File: src/hw/rtl/lcwd_pkg.sv
package lcwd_pkg;

    localparam int HIST_DEPTH = 65536;
    localparam int HIST_AW    = $clog2(HIST_DEPTH);
    localparam int PCOUNT_W   = 17;

    localparam logic [PCOUNT_W-1:0] PCOUNT_MAX = 17'h1FFFF;
    localparam logic [PCOUNT_W-1:0] DEPTH_LIM  = PCOUNT_W'(HIST_DEPTH);

    localparam logic       CMD_BYTE = 1'b0;
    localparam logic       CMD_TICK = 1'b1;

    localparam logic [7:0] OP_END      = 8'h80;
    localparam logic [7:0] OP_FILL     = 8'hFE;
    localparam logic [7:0] OP_LONG     = 8'hFF;
    localparam logic [7:0] MASK_TOP2   = 8'hC0;
    localparam logic [7:0] TOP2_LIT    = 8'h80;
    localparam logic [7:0] MASK_COUNT6 = 8'h3F;
    localparam logic [7:0] MASK_SCOUNT = 8'h70;
    localparam logic [7:0] MASK_SPOS   = 8'h0F;
    localparam logic [7:0] MIN_COPY    = 8'd3;

    typedef enum logic [3:0] {
        PH_FIRST = 4'd0,
        PH_CMD   = 4'd1,
        PH_LIT   = 4'd2,
        PH_SPOS  = 4'd3,
        PH_FC0   = 4'd4,
        PH_FC1   = 4'd5,
        PH_FV    = 4'd6,
        PH_LC0   = 4'd7,
        PH_LC1   = 4'd8,
        PH_LP0   = 4'd9,
        PH_LP1   = 4'd10,
        PH_MP0   = 4'd11,
        PH_MP1   = 4'd12,
        PH_COPY  = 4'd13,
        PH_FILL  = 4'd14
    } phase_t;

    typedef enum logic [2:0] {
        KIND_DATA   = 3'd0,
        KIND_END    = 3'd1,
        KIND_NONE   = 3'd2,
        KIND_BUSY   = 3'd3,
        KIND_BADREF = 3'd4
    } kind_t;

    // What the decode stage hands to the history stage for one request.
    typedef struct packed {
        kind_t              kind;
        logic               from_mem;
        logic [7:0]         byte_val;
        logic               wr_en;
        logic [HIST_AW-1:0] wr_addr;
    } s1_req_t;

endpackage

File: src/hw/rtl/lcwd_resolve.sv
module lcwd_resolve
    import lcwd_pkg::*;
(
    input  logic               aclk,
    input  logic               aresetn,
    input  logic               accept,
    input  s1_req_t            req,
    input  logic [HIST_AW-1:0] rd_addr,
    input  logic [7:0]         mem_rd_data,
    output logic               in_ready,
    output logic               mem_we,
    output logic [HIST_AW-1:0] mem_waddr,
    output logic [7:0]         mem_wdata,
    output logic               m_valid,
    input  logic               m_ready,
    output logic [2:0]         m_kind,
    output logic [7:0]         m_byte
);

    logic       s1_valid_reg;
    s1_req_t    s1_reg;
    logic       byp_hit_reg;
    logic [7:0] byp_data_reg;
    logic       m_valid_reg;
    logic [2:0] m_kind_reg;
    logic [7:0] m_byte_reg;

    logic       m_can;
    logic       s1_move;
    logic       byp_hit_next;
    logic [7:0] value;

    assign m_can    = !m_valid_reg || m_ready;
    assign s1_move  = s1_valid_reg && m_can;
    assign in_ready = !s1_valid_reg || m_can;

    // A read issued while the entry is being written sees the write data.
    assign value = !s1_reg.from_mem ? s1_reg.byte_val
                 : (byp_hit_reg ? byp_data_reg : mem_rd_data);

    assign mem_we       = s1_move && s1_reg.wr_en;
    assign mem_waddr    = s1_reg.wr_addr;
    assign mem_wdata    = value;
    assign byp_hit_next = mem_we && (rd_addr == s1_reg.wr_addr);

    always_ff @(posedge aclk) begin
        if (!aresetn) begin
            s1_valid_reg <= 1'b0;
            m_valid_reg  <= 1'b0;
        end else begin
            s1_valid_reg <= accept || (s1_valid_reg && !m_can);
            if (m_can) begin
                m_valid_reg <= s1_valid_reg;
            end
        end
    end

    always_ff @(posedge aclk) begin
        if (accept) begin
            s1_reg       <= req;
            byp_hit_reg  <= byp_hit_next;
            byp_data_reg <= value;
        end
        if (s1_move) begin
            m_kind_reg <= s1_reg.kind;
            m_byte_reg <= (s1_reg.kind == KIND_DATA) ? value : 8'h00;
        end
    end

    assign m_valid = m_valid_reg;
    assign m_kind  = m_kind_reg;
    assign m_byte  = m_byte_reg;

`ifndef SYNTH
    a_write_on_move: assert property (@(posedge aclk) disable iff (!aresetn)
        mem_we |-> s1_valid_reg && m_can)
        else $error("history written by a stalled request");

    a_byte_only_data: assert property (@(posedge aclk) disable iff (!aresetn)
        (m_valid_reg && m_kind_reg != KIND_DATA) |-> m_byte_reg == 8'h00)
        else $error("nonzero byte on a non-data result");

    a_stall_reason: assert property (@(posedge aclk) disable iff (!aresetn)
        !in_ready |-> s1_valid_reg && m_valid_reg && !m_ready)
        else $error("input held off without a full pipeline");
`endif

endmodule

File: config.mk
export PLATFORM = sky130hd
export DESIGN_NAME = lcwd_resolve
export DESIGN_NICKNAME = d
export VERILOG_FILES = /design/src/hw/rtl/lcwd_pkg.sv /design/src/hw/rtl/lcwd_resolve.sv
export SDC_FILE = /design/constraint.sdc
export NUM_CORES = 1
export LEC_CHECK = 0
export BUFFER_PORTS_ARGS = -buffer_cell sky130_fd_sc_hd__buf_2
export CORE_MARGIN = 2
export CORE_UTILIZATION = 47
export CTS_BUF_LIST = sky130_fd_sc_hd__clkbuf_4 sky130_fd_sc_hd__clkbuf_8
export DETAILED_ROUTE_END_ITERATION = 10
export HOLD_SLACK_MARGIN = 0.02
export PLACE_DENSITY = 0.8
export SYNTH_ARGS = -nofsm -noshare
export SYNTH_HDL_FRONTEND = slang
export SYNTH_SLANG_ARGS = --single-unit
export TNS_END_PERCENT = 1
File: constraint.sdc
create_clock -name aclk -period 3.9 [get_ports aclk]
set_clock_uncertainty 0.15 [all_clocks]
set_input_delay 0.195 -clock aclk [delete_from_list [all_inputs] [get_ports aclk]]
set_output_delay 0.195 -clock aclk [all_outputs]
set_load 0.01 [all_outputs]
==> summary.txt <==
Status: finished, final reports clean
Reg2reg path depth: 3
Post-layout util: 66.7%
DRT iter0 DRCs: 78
Worst Path Required: 3.56 ns
Clk slew on worst S/H paths: 0.09 ns
CTS resizes: 0
Clk buf depth: 2
Worst setup path startpoint: byp_hit_reg$_DFFE_PP_
RSZ-0062 raised after global routing: false
Hold/Removal Path Class: input port to flip-flop
Type of origin of the critical path: flip-flop
CTS sink count: 51
Total global routing overflow: 0
Tcrit/Tclk final: 47.1%
Flop-to-flop setup slack: 2.33 ns
DRT Pass-1 Iters: 4
Number of flip-flops in the largest register: 16
Final non-filler cell total: 298
Worst R2R Start: byp_hit_reg$_DFFE_PP_
Worst Max-Slew Pin Slew: 0.851 ns
Gr usage total: 17.7%
Die span in x: 70.8 um
Area growth, synth to finish: 37.5%
Clk root buf: clkbuf_8
Hold_buf cts: 30
Core area: 4320 um^2
PortBufs: 94
Setup CP Type: flip-flop to output pin
Post-DRT Antenna Nets: 0
N_diodes: 0
Worst vdd ir: 0.327 mV
Minimum clock period: 1.84 ns
Fin Setup TNS: 0 ns
Post-CTS setup buffers: 0
Initial antenna violation count: 0
NumNets Final: 302
Cell variety after synth: 19
H-tree depth: 2
CTS tree: done
Hold slack: 0.103 ns
Die ar.: 5010 um^2
Final WL: 4300 um
Fmax: 544 MHz
# IOs: 95
Setup crit end: mem_wdata[2]
DR vias: 1428
Final setup violation count: 0
Yosys warnings: 0
Pins over their slew limit: 0
Syn Area/Cell: 15.6 um^2
FF+latch count, synth: 51
Initial core utilization: 48.5%
Vias/cell: 4.79
Largest net degree at the start of global routing: 40
Layout cells sized above 1: 42.3%
Post-route cell area: 2880 um^2
R2r endpoint: m_byte[7]$_SDFFCE_PP0P_
Min-delay src: m_ready
DP Area: 2490 um^2
Die height: 70.8 um
Critical path fanouts, max: 8
Endpoints failing hold: 0
Num rows: 24
Later-pin clock latency in the skew report: 0.29 ns
Leak: 1.19 nW
Sequential share of the synthesized area: 72.1%
Max cap viols: 0
Mapped Cells: 134
First-pass GRT wire length: 6750 um
GPL Wtd Cong: 0.730
Worst Path Arrival: 1.49 ns
Hpwl dp: 2850 um
Residual DRC: 0
Placed cells: 260
Drt wl/cell: 14.4 um
PD cells: 392 nW/um^2
CP endpoint kind: output pin
Syn Nets: 191
Slew headroom: 43.3%
Vias in the first global route: 1484
Total CTS buffers: 5
Post-Syn Area: 2100 um^2
==> synthesized netlist by cell type <==
cell type,instances,area (um^2)
nor2_1,8,30.0
nor4_2,2,25.0
nor2b_1,10,62.6
xor2_1,4,35.0
or3_1,1,6.26
buf_4,18,135
dfxtp_1,2,40.0
a21oi_1,9,45.0
nand2b_1,1,6.26
edfxtp_1,49,1470
clkbuf_1,1,3.75
and3_1,1,6.26
and2_1,1,6.26
clkbuf_2,1,5.00
mux2i_1,8,80.1
nand4_1,3,18.8
xnor2_1,12,105
nand2_1,2,7.51
o21a_1,1,7.51
==> power breakdown <==
group / leakage [nW] / switching [mW] / internal (mW) / total (mW)
Clock: 0.0517 / 0.158 / 0.150 / 0.308
Combinational: 0.642 / 0.0712 / 0.0842 / 0.155
Sequential: 0.496 / 0.0211 / 0.646 / 0.667
Total: 1.19 / 0.250 / 0.880 / 1.13
==> critical path, cell delays in order, from the launching register on <==
cell      delay [ns]
edfxtp_1        0.60
mux2i_1         0.18
a21oi_1         0.24
buf_2           0.18
==> per-layer routing <==
metal | part of all wire (%) | wire, um | track usage [%]
met5 | 0 | 0 | 0
met4 | 2.5 | 106 | 9.01
met3 | 4.9 | 212 | 3.70
met2 | 56 | 2390 | 32.2
met1 | 37 | 1590 | 19.3
==> through the flow <==
stage | setup WS (ns) | power, mW
6_report | 2.06 | 1.13
5_1_grt | 1.88 | 1.18
4_1_cts | 2.02 | 1.14
3_5_place_dp | 2.30 | 0.812
3_3_place_gp | 2.34 | 0.807
2_1_floorplan | 2.46 | 0.755
==> logic make-up after synthesis <==
kind of cell | count (synthesis) | synth area share (%)
multiplexers | 8 | 3.82
AND/OR/NAND/NOR | 29 | 8.06
XOR/XNOR | 16 | 6.68
flip-flops | 51 | 72.1
AO/OA/AOI/OAI | 10 | 2.51
buffers and inverters | 20 | 6.86
==> layout make-up <==
| class | count | area [um^2] |
|---|---|---|
| multi-input cells | 63 | 442 |
| flip-flops and latches | 51 | 1510 |
| fillers | 335 | 1440 |
| well taps | 52 | 65.1 |
| repair buffers | 124 | 771 |
| clock buffers | 7 | 90.1 |
| clock inverters | 1 | 5.00 |
==> placed cells by master (no fill, tap or decap), drive strengths merged <==
cell type,synthesis,final
xnor2,12,12
dlygate4sd3,0,30
edfxtp,49,49
nor2b,10,10
buf,18,94
nor2,8,8
and2,1,1
nor4,2,2
and3,1,1
o21a,1,1
mux2i,8,8
or3,1,1
clkinv,0,1
nand4,3,3
nand2b,1,1
nand2,2,2
dfxtp,2,2
xor2,4,4
clkbuf,2,7
a21oi,9,9
==> worst min path at each step <==
stage / to / cells after the start
3_5_place_dp: s1_reg[25]$_DFFE_PP_ / 1
6_report: m_valid$_SDFFE_PN0P_ / 3
4_1_cts: m_valid$_SDFFE_PN0P_ / 3
3_3_place_gp: mem_waddr[2]$_DFFE_PP_ / 1
5_1_grt: m_valid$_SDFFE_PN0P_ / 3
2_1_floorplan: mem_waddr[0]$_DFFE_PP_ / 0
Power figures use the tool's default switching activity.
